<file path="src/rtl/bmwm_pkg.sv">
// ----------------------------------------------------------------------------
// bmwm_pkg: shared types and constants for the banked memory window mapper
// Holds the region codes, configuration register indexes, the configuration
// register bundle and the fixed sizes of the ROM and extended RAM population.
// ----------------------------------------------------------------------------
`default_nettype none

package bmwm_pkg;

  // Fitted sizes of the memory system
  localparam int ROM_SLOTS = 16;  // upper ROM slots that can be populated
  localparam int EXT_PAGES = 8;   // extended RAM pages that can be fitted

  localparam int ADDR_W   = 16;
  localparam int OFFSET_W = 14;
  localparam int BANK_W   = 8;
  localparam int REGION_W = 3;
  localparam int CFG_IDX_W  = 3;
  localparam int CFG_DATA_W = 16;

  typedef enum logic [REGION_W-1:0] {
    REG_MAIN   = 3'd0,
    REG_EXT    = 3'd1,
    REG_LOWER  = 3'd2,
    REG_UPPER  = 3'd3,
    REG_CART   = 3'd4,
    REG_EXPROM = 3'd5,
    REG_ASIC   = 3'd6
  } region_e;

  typedef enum logic [CFG_IDX_W-1:0] {
    CFG_BANK_SELECT  = 3'd0,
    CFG_ROM_CONTROL  = 3'd1,
    CFG_UPPER_ROM    = 3'd2,
    CFG_PAGING_MODE  = 3'd3,
    CFG_EXT_PRESENT  = 3'd4,
    CFG_ROM_PRESENT  = 3'd5
  } cfg_idx_e;

  // Configuration registers as one bundle
  typedef struct packed {
    logic [5:0]  bank_select;
    logic [5:0]  rom_control;
    logic [7:0]  upper_rom_select;
    logic [4:0]  paging_mode;
    logic [7:0]  ext_ram_present;
    logic [15:0] rom_present;
  } cfg_t;

  // Decoded mapping of one access
  typedef struct packed {
    region_e           region;
    logic [BANK_W-1:0] bank_index;
  } map_t;

endpackage : bmwm_pkg

`default_nettype wire

</file>
<file path="src/rtl/bmwm_decode.sv">
// ----------------------------------------------------------------------------
// bmwm_decode: window mapping of one processor access
// Combinational map from access kind and address to region and bank, given
// the current configuration registers.
// ----------------------------------------------------------------------------
`default_nettype none

module bmwm_decode (
  input  bmwm_pkg::cfg_t                   cfg_i,
  input  logic                             wr_i,
  input  logic [bmwm_pkg::ADDR_W-1:0]      addr_i,
  output bmwm_pkg::map_t                   map_o
);
  import bmwm_pkg::*;

  logic [1:0] win;
  logic [2:0] page_raw;
  logic [2:0] page;
  logic [1:0] bank;
  logic       single, lower_on, upper_on, romdis, ramdis, plus, exp_on;
  logic [1:0] pmode;
  logic [1:0] target;
  logic [7:0] num;
  logic       num_loaded;
  logic       keep_main;
  region_e    region;
  logic [BANK_W-1:0] idx;

  assign win      = addr_i[ADDR_W-1 -: 2];
  assign page_raw = cfg_i.bank_select[5:3];
  assign bank     = cfg_i.bank_select[1:0];
  assign single   = cfg_i.bank_select[2];
  assign lower_on = cfg_i.rom_control[0];
  assign upper_on = cfg_i.rom_control[1];
  assign romdis   = cfg_i.rom_control[2];
  assign ramdis   = cfg_i.rom_control[3];
  assign plus     = cfg_i.rom_control[4];
  assign exp_on   = cfg_i.rom_control[5];
  assign pmode    = cfg_i.paging_mode[4:3];
  assign target   = (pmode == 2'd3) ? 2'd0 : pmode;
  assign num      = cfg_i.upper_rom_select;

  // Fall back to page 0 for a page that is not fitted
  assign page = ((32'(page_raw) >= EXT_PAGES) || !cfg_i.ext_ram_present[page_raw])
                ? 3'd0 : page_raw;

  assign num_loaded = (num[7:4] == 4'd0) && (32'(num) < ROM_SLOTS) &&
                      cfg_i.rom_present[num[3:0]];

  assign keep_main = (win == 2'd0) && exp_on && (wr_i ? ramdis : (ramdis || romdis));

  always_comb begin
    region = REG_MAIN;
    idx    = {6'd0, win};

    // RAM banking, common to reads and writes
    if (single) begin
      if (win == 2'd1) begin
        region = REG_EXT;
        idx    = {3'd0, page, bank};
      end
    end else begin
      case (bank)
        2'd1: begin
          if (win == 2'd3) begin
            region = REG_EXT;
            idx    = {3'd0, page, 2'd3};
          end
        end
        2'd2: begin
          if (!keep_main) begin
            region = REG_EXT;
            idx    = {3'd0, page, win};
          end
        end
        2'd3: begin
          if (win == 2'd3) begin
            region = REG_EXT;
            idx    = {3'd0, page, 2'd3};
          end else if (win == 2'd1) begin
            region = REG_MAIN;
            idx    = 8'd3;
          end
        end
        default: ;
      endcase
    end

    if (wr_i) begin
      if ((win == 2'd0) && ramdis && exp_on) begin
        region = REG_EXPROM;
        idx    = '0;
      end
    end else begin
      if ((win == 2'd0) && romdis && exp_on) begin
        region = REG_EXPROM;
        idx    = '0;
      end
      if (lower_on) begin
        if (plus) begin
          if (win == target) begin
            region = REG_CART;
            idx    = {5'd0, cfg_i.paging_mode[2:0]};
          end
          if ((pmode == 2'd3) && (win == 2'd1)) begin
            region = REG_ASIC;
            idx    = '0;
          end
        end else if (win == 2'd0) begin
          region = REG_LOWER;
          idx    = '0;
        end
      end
      if (upper_on && (win == 2'd3)) begin
        if (plus) begin
          // Map logical ROM numbers onto cartridge banks, or onto a fitted upper ROM slot
          if (num[7]) begin
            region = REG_CART;
            idx    = {3'd0, num[4:0]};
          end else if (num == 8'd0) begin
            region = REG_CART;
            idx    = 8'd1;
          end else if (num == 8'd7) begin
            region = REG_CART;
            idx    = 8'd3;
          end else if (num_loaded) begin
            region = REG_UPPER;
            idx    = num;
          end else begin
            region = REG_CART;
            idx    = 8'd1;
          end
        end else begin
          region = REG_UPPER;
          idx    = num_loaded ? num : 8'd0;
        end
      end
    end
  end

  assign map_o.region     = region;
  assign map_o.bank_index = idx;

endmodule : bmwm_decode

`default_nettype wire

</file>
<file path="src/rtl/banked_memory_window_mapper.sv">
// ----------------------------------------------------------------------------
// banked_memory_window_mapper: four-window bank-switched memory mapper
// Maps each processor access onto a region, a bank and a 14-bit offset.
// ----------------------------------------------------------------------------
// Usage:
//  - Input channel (in_valid_i/in_ready_o) carries one access per beat:
//    opcode_i (0 read, 1 write) and cpu_address_i.
//  - Output channel (out_valid_o/out_ready_i) returns one beat per access
//    with region_o, bank_index_o and offset_o, in order.
//  - Config channel (cfg_valid_i/cfg_ready_o) writes register cfg_index_i
//    with cfg_data_i; it is always ready. Indexes beyond the register list
//    are dropped. Write only while no access is in flight.
//  - An input beat waits in the input register, then passes through the
//    decode into the result register.
//  - Throughput is one access per cycle while results are taken, and
//    each stage holds a beat, so input stays ready while the result waits.
//  - When the receiver stalls, the result holds and the input register
//    fills; in_ready_o drops only once both stages are occupied.
//  - Reset empties both stages and loads the register reset values.
// ----------------------------------------------------------------------------
`default_nettype none

module banked_memory_window_mapper (
  input  logic                                clk_i,
  input  logic                                rst_ni,
  // access input
  input  logic                                in_valid_i,
  output logic                                in_ready_o,
  input  logic                                opcode_i,
  input  logic [bmwm_pkg::ADDR_W-1:0]         cpu_address_i,
  // mapping output
  output logic                                out_valid_o,
  input  logic                                out_ready_i,
  output logic [bmwm_pkg::REGION_W-1:0]       region_o,
  output logic [bmwm_pkg::BANK_W-1:0]         bank_index_o,
  output logic [bmwm_pkg::OFFSET_W-1:0]       offset_o,
  // configuration writes
  input  logic                                cfg_valid_i,
  output logic                                cfg_ready_o,
  input  logic [bmwm_pkg::CFG_IDX_W-1:0]      cfg_index_i,
  input  logic [bmwm_pkg::CFG_DATA_W-1:0]     cfg_data_i
);
  import bmwm_pkg::*;

  cfg_t  cfg_q;
  logic  s1_valid_q;
  logic  s1_wr_q;
  logic [ADDR_W-1:0] s1_addr_q;
  logic  out_valid_q;
  map_t  out_map_q;
  logic [OFFSET_W-1:0] out_offset_q;
  map_t  map;
  logic  advance;

  assign cfg_ready_o = 1'b1;

  always_ff @(posedge clk_i or negedge rst_ni) begin
    if (!rst_ni) begin
      cfg_q.bank_select      <= 6'd0;
      cfg_q.rom_control      <= 6'd3;
      cfg_q.upper_rom_select <= 8'd1;
      cfg_q.paging_mode      <= 5'd0;
      cfg_q.ext_ram_present  <= 8'd1;
      cfg_q.rom_present      <= 16'd0;
    end else if (cfg_valid_i) begin
      case (cfg_idx_e'(cfg_index_i))
        CFG_BANK_SELECT: cfg_q.bank_select      <= cfg_data_i[5:0];
        CFG_ROM_CONTROL: cfg_q.rom_control      <= cfg_data_i[5:0];
        CFG_UPPER_ROM:   cfg_q.upper_rom_select <= cfg_data_i[7:0];
        CFG_PAGING_MODE: cfg_q.paging_mode      <= cfg_data_i[4:0];
        CFG_EXT_PRESENT: cfg_q.ext_ram_present  <= cfg_data_i[7:0];
        CFG_ROM_PRESENT: cfg_q.rom_present      <= cfg_data_i[15:0];
        default: ;
      endcase
    end
  end

  // Advance the pipe whenever the result register is free or being taken
  assign advance    = !out_valid_q || out_ready_i;
  assign in_ready_o = !s1_valid_q || advance;

  always_ff @(posedge clk_i or negedge rst_ni) begin
    if (!rst_ni) begin
      s1_valid_q  <= 1'b0;
      out_valid_q <= 1'b0;
    end else begin
      if (advance) begin
        out_valid_q <= s1_valid_q;
      end
      if (in_ready_o) begin
        s1_valid_q <= in_valid_i;
      end
    end
  end

  always_ff @(posedge clk_i) begin
    if (in_ready_o && in_valid_i) begin
      s1_wr_q   <= opcode_i;
      s1_addr_q <= cpu_address_i;
    end
    if (advance && s1_valid_q) begin
      out_map_q    <= map;
      out_offset_q <= s1_addr_q[OFFSET_W-1:0];
    end
  end

  bmwm_decode u_decode (
    .cfg_i  (cfg_q),
    .wr_i   (s1_wr_q),
    .addr_i (s1_addr_q),
    .map_o  (map)
  );

  assign out_valid_o  = out_valid_q;
  assign region_o     = out_map_q.region;
  assign bank_index_o = out_map_q.bank_index;
  assign offset_o     = out_offset_q;

endmodule : banked_memory_window_mapper

`default_nettype wire

</file>
<file path="config.mk">
export PLATFORM = sky130hd
export DESIGN_NAME = banked_memory_window_mapper
export DESIGN_NICKNAME = d
export VERILOG_FILES = /design/src/rtl/bmwm_pkg.sv /design/src/rtl/bmwm_decode.sv /design/src/rtl/banked_memory_window_mapper.sv
export SDC_FILE = /design/constraint.sdc
export NUM_CORES = 1
export LEC_CHECK = 0
export ABC_AREA = 1
export ABC_CLOCK_PERIOD_IN_PS = 3400
export BUFFER_PORTS_ARGS = -buffer_cell sky130_fd_sc_hd__buf_2
export CAP_MARGIN = 25
export CORE_MARGIN = 2
export CORE_UTILIZATION = 60
export DETAILED_ROUTE_END_ITERATION = 7
export MAX_ROUTING_LAYER = met4
export PLACE_DENSITY = 0.9
export SLEW_MARGIN = 20
export SYNTH_ARGS = -nofsm -noshare
export SYNTH_HDL_FRONTEND = slang
export SYNTH_SLANG_ARGS = --single-unit
</file>
<file path="constraint.sdc">
create_clock -name clk_i -period 3.4 [get_ports clk_i]
set_input_delay 0.68 -clock clk_i [delete_from_list [all_inputs] [get_ports clk_i]]
set_output_delay 0.68 -clock clk_i [all_outputs]
set_load 0.02 [all_outputs]
</file>
==> results of run 1 <==
-- synth_stat cells (4+ instances only) --
master,number,area (um2)
nand2_1,110,413
o21ai_0,48,240
dfrtp_1,47,1180
inv_1,47,176
edfxtp_1,42,1260
nor2_1,29,109
nand3_1,27,135
a21oi_1,15,75.1
clkbuf_1,7,26.3
inv_2,6,22.5
nand2_2,6,37.5
dfstp_2,4,105
nand4_1,4,25.0
o21ai_1,4,20.0
-- sequential cells by signal (all words and copies together) (netlist names) --
register,count
bank_index_o,8
region_o,3
out_valid_o,1
cfg_q,49
offset_o,14
s1_addr_q,16
s1_valid_q,1
s1_wr_q,1
-- power breakdown --
group	switching (mW)	internal [mW]	leakage, nW
sequential	0.115	1.36	1.02
combinational	0.338	0.189	1.15
clock	0.428	0.283	0.0911
-- critical path, cell delays in order (launching register included) --
cell and delay, ns:
dfstp_2 0.68, inv_2 0.13, nand2_1 0.08, nand3_1 0.06, nand2_1 0.08, nand2_1 0.04
nand2_1 0.07, clkinv_1 0.07, nand2_2 0.08, nand3_2 0.09, nand3_2 0.09, nand2_1 0.07
nand3_1 0.07, nand2_1 0.05
-- worst paths after layout --
check | cells past startpoint | end | from | slack, ns
max | 13 | bank_index_o[0] | cfg_q[29] | 1.49
min | 1 | cfg_q[6] | rst_ni | 0.23
max reg2reg | 13 | bank_index_o[0] | cfg_q[29] | 1.49
min reg2reg | 0 | offset_o[7] | s1_addr_q[7] | 0.42
max in group asynchronous | 3 | cfg_q[37] | rst_ni | 2.48
min in group clk_i | 0 | offset_o[7] | s1_addr_q[7] | 0.42
-- final cells by class --
type | instances | area, um2
clock buffer | 9 | 124
sequential | 93 | 2540
inverter | 54 | 203
clock inverter | 7 | 68.8
multi-input combinational | 267 | 1270
timing repair buffer | 70 | 398
fill | 495 | 1980
tap | 80 | 100
-- per-layer routing --
metal | global-route usage (%) | share of wire (%) | up-vias
li1 | - | - | 1521
met1 | 29.9 | 43 | 1412
met2 | 37.4 | 49 | 86
met3 | 4.29 | 5.6 | 13
met4 | 9.66 | 1.9 | 0
met5 | - | 0 | -
-- per-stage QoR --
step | instance area (um2) | setup WS [ns] | power, mW
2_1_floorplan | 4080 | 1.01 | 1.85
3_3_place_gp | 4450 | 1.35 | 1.98
3_5_place_dp | 4510 | 1.30 | 2.02
4_1_cts | 4700 | 1.49 | 2.72
5_1_grt | 4700 | 1.32 | 2.85
6_report | 4700 | 1.49 | 2.71
-- cells by family after synthesis --
group	Yosys count	synth area share [%]
xor gates and xnor gates	1	0.400
and+or+nand+nor	184	19.4
AOI/OAI and AO/OA	77	10.5
muxes	1	0.277
DFF	93	62.4
buffers and inverters	66	6.73
other	2	0.184
==> flow_summary.ini, run 1 <==
[pwr]
ir_worst_vdd_mv = 0.310
power_density_nw_per_um2 = 576
power_leakage_nw = 2.26

[placed_design]
dpl.hpwl_mm = 6.00
place_inst = 564
portBuffers = 67
gp_congestion = 0.931

[setup_path]
crit_arrival_ns = 2.05
worstSetupPathType = reg -> reg
required_ns = 3.54
cp-end-kind = flip-flop
start_kind = flip-flop
worstPathMaxFanout = 13

[yosys]
postSynthAreaPerCell_um2 = 9.60
synth-seq-cells = 93
synth_cells = 424
synth_area_um2 = 4070
synthFlopType = dfrtp_1
async_flop_share_pct = 54.8
yosysSeqAreaShare_pct = 62.4
synth-edff-count = 42
yosys_warnings = 0
synthDistinctLibCells = 34

[floorplan]
core_area_um2 = 6680
ios = 69
initial_core_util_pct = 60.9
die_w_um = 86.4
die_h_um = 86.4
dieArea_um2 = 7460
rows = 30

[timing]
final_max_slew_viol_count = 0
finClkSkew_ns = 0.0143
relSlewSlack_pct = 40.3
tightestPinTransition_ns = 0.894
min_period_ns = 1.91
hold_slack_ns = 0.227
rsz0062_at_grt = no
fmax_mhz = 523
timing.final.crit_share_pct = 56.2
finalSetupViolations = 0
hold_viol_final = 0
setup_tns_ns = 0

[grt]
grt_util_all_layers_pct = 23.5
grt_pass1_vias = 2900
grt_start_max_net_pins = 32
grt_pass1_wl_mm = 13.1
antenna_found_initial = 0
grt_overflow_total = 0

[finish]
fin_util_pct = 70.4
fin_cells = 580
final_common_cell = nand2_1
drive_above_1_share_pct = 23.2
num_antenna_cells = 0
layout_common_cells = 110 x nand2_1, 67 x buf_2, 48 x o21ai_0
final_nets = 536
syn2layout_area_growth_pct = 15.5

[detailed_routing]
antenna_left = 0
drt_iter0_markers = 218
first_pass_iters = 4
drcViolationCount = 0
viasPerCell = 5.23
routed_wl_mm = 8.06
vias = 3032
wl_per_cell_um = 13.9

[clocking]
cts_sinks = 93
post_cts_buffers = 0
cts_max_level = 3
cts_hold_buf = 0
numCtsBuffers = 9
cts_resized = 0
cts_buffer_depth = 2
tritoncts = yes
root_buffer = clkbuf_8
clkTransAtPathRegs_ns = 0.10
worstSkewPairLatency_ns = 0.38

[worst_hold_path]
hp-class = in -> async

[outcome]
status = completed

[flow_run]
maxCapViolations = 0
Note: power is estimated with default switching activity, not from simulation.
==> run 2: changes to the inputs <==
--- a/config.mk
+++ b/config.mk
@@ -6,14 +6,14 @@
 export NUM_CORES = 1
 export LEC_CHECK = 0
 export ABC_AREA = 1
-export ABC_CLOCK_PERIOD_IN_PS = 3400
+export ABC_CLOCK_PERIOD_IN_PS = 2000
 export BUFFER_PORTS_ARGS = -buffer_cell sky130_fd_sc_hd__buf_2
 export CAP_MARGIN = 25
 export CORE_MARGIN = 2
-export CORE_UTILIZATION = 60
+export CORE_UTILIZATION = 56
 export DETAILED_ROUTE_END_ITERATION = 7
 export MAX_ROUTING_LAYER = met4
-export PLACE_DENSITY = 0.9
+export PLACE_DENSITY = 0.86
 export SLEW_MARGIN = 20
 export SYNTH_ARGS = -nofsm -noshare
 export SYNTH_HDL_FRONTEND = slang
==> constraint.sdc (replaced) <==
create_clock -name clk_i -period 2 [get_ports clk_i]
set_input_delay 0.4 -clock clk_i [delete_from_list [all_inputs] [get_ports clk_i]]
set_output_delay 0.4 -clock clk_i [all_outputs]
set_load 0.02 [all_outputs]
==> run 2 against run 1 <==
  * Maximum frequency fell by 4.2%
  * First-iteration DRC count up 10%
  * Via count rose by 6.3%
  * Clock skew down 0.0076 ns
  * Final cell count rose by 5.0%
  * Register-to-register slack lost 1.5 ns
  * Sequential share of layout area fell by 1.8 points
  * Critical path depth stayed put
  * Count of clock-buffer cells in the layout unchanged
  * Global-route usage grew 0.51 points
  * Sequential power rose by 69%
  * Critical endpoint unchanged
  * Highest routed layer unchanged
==> flow_summary.ini, run 2 (synthesis gave the netlist of run 1 again) <==
[outcome]
status = completed

[setup_path]
crit_arrival_ns = 2.12
timing.rr.end = bank_index_o[0]
worstSetupPathType = reg -> reg
r2r_cells = 13
start_kind = flip-flop
r2r_start = cfg_q[29]
r2r_setup_slack_ns = 0.005
worstPathMaxFanout = 8
cp-end-kind = flip-flop
required_ns = 2.12

[clocking]
cts_sinks = 93
worstSkewPairLatency_ns = 0.37
clkTransAtPathRegs_ns = 0.09
cts_max_level = 3
numCtsBuffers = 9
cts_buffer_depth = 2
root_buffer = clkbuf_8
tritoncts = yes

[timing]
finClkSkew_ns = 0.00667
relSlewSlack_pct = 64.2
final_max_slew_viol_count = 0
finalSetupViolations = 0
min_period_ns = 2.00
setup_tns_ns = 0
setup_slack_ns = 0.00455
tightestPinTransition_ns = 0.536
hold_viol_final = 0
timing.final.crit_share_pct = 99.8
hold_slack_ns = 0.202
fmax_mhz = 501

[floorplan]
rows = 31
die_h_um = 89.3
initial_core_util_pct = 57.0
die_w_um = 89.3
core_area_um2 = 7140
ios = 69
dieArea_um2 = 7970

[placed_design]
gp_congestion = 0.925
portBuffers = 67
dpl.hpwl_mm = 6.03
pre_cts_ws_ns = 0.0991

[grt]
antenna_found_initial = 0
grt_pass1_vias = 3021
grt_start_max_net_pins = 33
grt_util_all_layers_pct = 24.0
grt_overflow_total = 0
grt_pass1_wl_mm = 13.7

[detailed_routing]
viasPerCell = 5.29
antenna_left = 0
routed_wl_mm = 8.77
drt_iter0_markers = 240
drcViolationCount = 0
first_pass_iters = 5
vias = 3224
wl_per_cell_um = 14.4

[finish]
largest_register_ffs = 49
drive_above_1_share_pct = 25.5
layout_common_cells = 106 x nand2_1, 67 x buf_2, 48 x o21ai_0
syn2layout_area_growth_pct = 19.5
regMostFlops = cfg_q
num_antenna_cells = 0
final_common_cell = nand2_1
fillers = 544
final_nets = 546

[pwr]
seqPwrFrac_pct = 50.4
power_density_nw_per_um2 = 1020
p_comb_share_pct = 20.0
power_leakage_nw = 2.34
swShare_pct = 29.6
power_frac_clock_pct = 29.6
switching_power_mw = 1.47
ir_worst_vdd_mv = 0.432
internal_power_mw = 3.48

[worst_hold_path]
holdPathStages = 1
holdPathEnd = s1_addr_q[5]
hold_start = cpu_address_i[5]
hp-class = in -> reg

[flow_run]
maxCapViolations = 0
[run 2: final cells by class]
class	instances	area, um2	share of cell area, %
Inverter	54	205	4.22
Sequential cell	93	2540	52.2
Timing Repair Buffer	80	455	9.36
Multi-Input combinational cell	267	1300	26.7
Clock inverter	7	114	2.34
Clock buffer	9	124	2.55
Tap cell	99	124	2.55
[run 2: what timing repair did]
action	in CTS	in global routing
gates resized for setup	0	11
buffers inserted	0	3
endpoints found under the setup margin	0	4
endpoints found under the hold margin	17	0
hold buffers	1	0
[run 2: metrics by stage]
| step | cells | power, mW | area (um2) | util [%] |
|---|---|---|---|---|
| after floorplan | 426 | 3.15 | 4080 | - |
| final | 609 | 4.95 | 4870 | 68.2 |
| after global routing | 609 | 5.20 | 4870 | 68.2 |
| after detailed placement | 589 | 3.44 | 4550 | 63.8 |
| after CTS | 606 | 4.89 | 4800 | 67.2 |
| after global placement | 589 | 3.39 | 4550 | 63.8 |
[run 2: how the worst max path moves through the flow]
| stage | from | endpoint | slack (ns) | depth (start not counted) |
|---|---|---|---|---|
| global placement | cfg_q[29] | bank_index_o[0] | 0.23 | 13 |
| detailed placement | cfg_q[29] | bank_index_o[0] | 0.1 | 13 |
| floorplan | out_valid_o | bank_index_o[0] | 0.36 | 1 |
| global route | cfg_q[29] | bank_index_o[0] | -0.10 | 13 |
| CTS | cfg_q[29] | bank_index_o[0] | 0.02 | 13 |
| finish | cfg_q[29] | bank_index_o[0] | 0.005 | 13 |
[run 2: power groups by stage]
stage | logic (mW) | registers, mW | clock network (mW)
final | 0.990 | 2.49 | 1.47
after global routing | 1.12 | 2.52 | 1.55
after floorplan | 0.603 | 2.54 | 0
after CTS | 0.926 | 2.49 | 1.48
after global placement | 0.868 | 2.52 | 0
after detailed placement | 0.908 | 2.53 | 0
[run 2: critical path, cell delays in order (launching register included)]
cell      delay [ns]
dfstp_2         0.65
inv_4           0.08
nand2_1         0.07
nand3_1         0.07
nand2_1         0.09
nand2_1         0.07
nand2_1         0.09
clkinv_1        0.09
nand2_2         0.12
nand3_4         0.10
nand3_4         0.09
nand2_1         0.10
nand3_2         0.07
nand2_1         0.07
[run 2: layer usage]
| layer | GRT usage [%] | wire [um] |
|---|---|---|
| met1 | 29.3 | 3700 |
| met2 | 38.6 | 4280 |
| met3 | 4.16 | 569 |
| met4 | 11.9 | 223 |
| met5 | - | 0 |
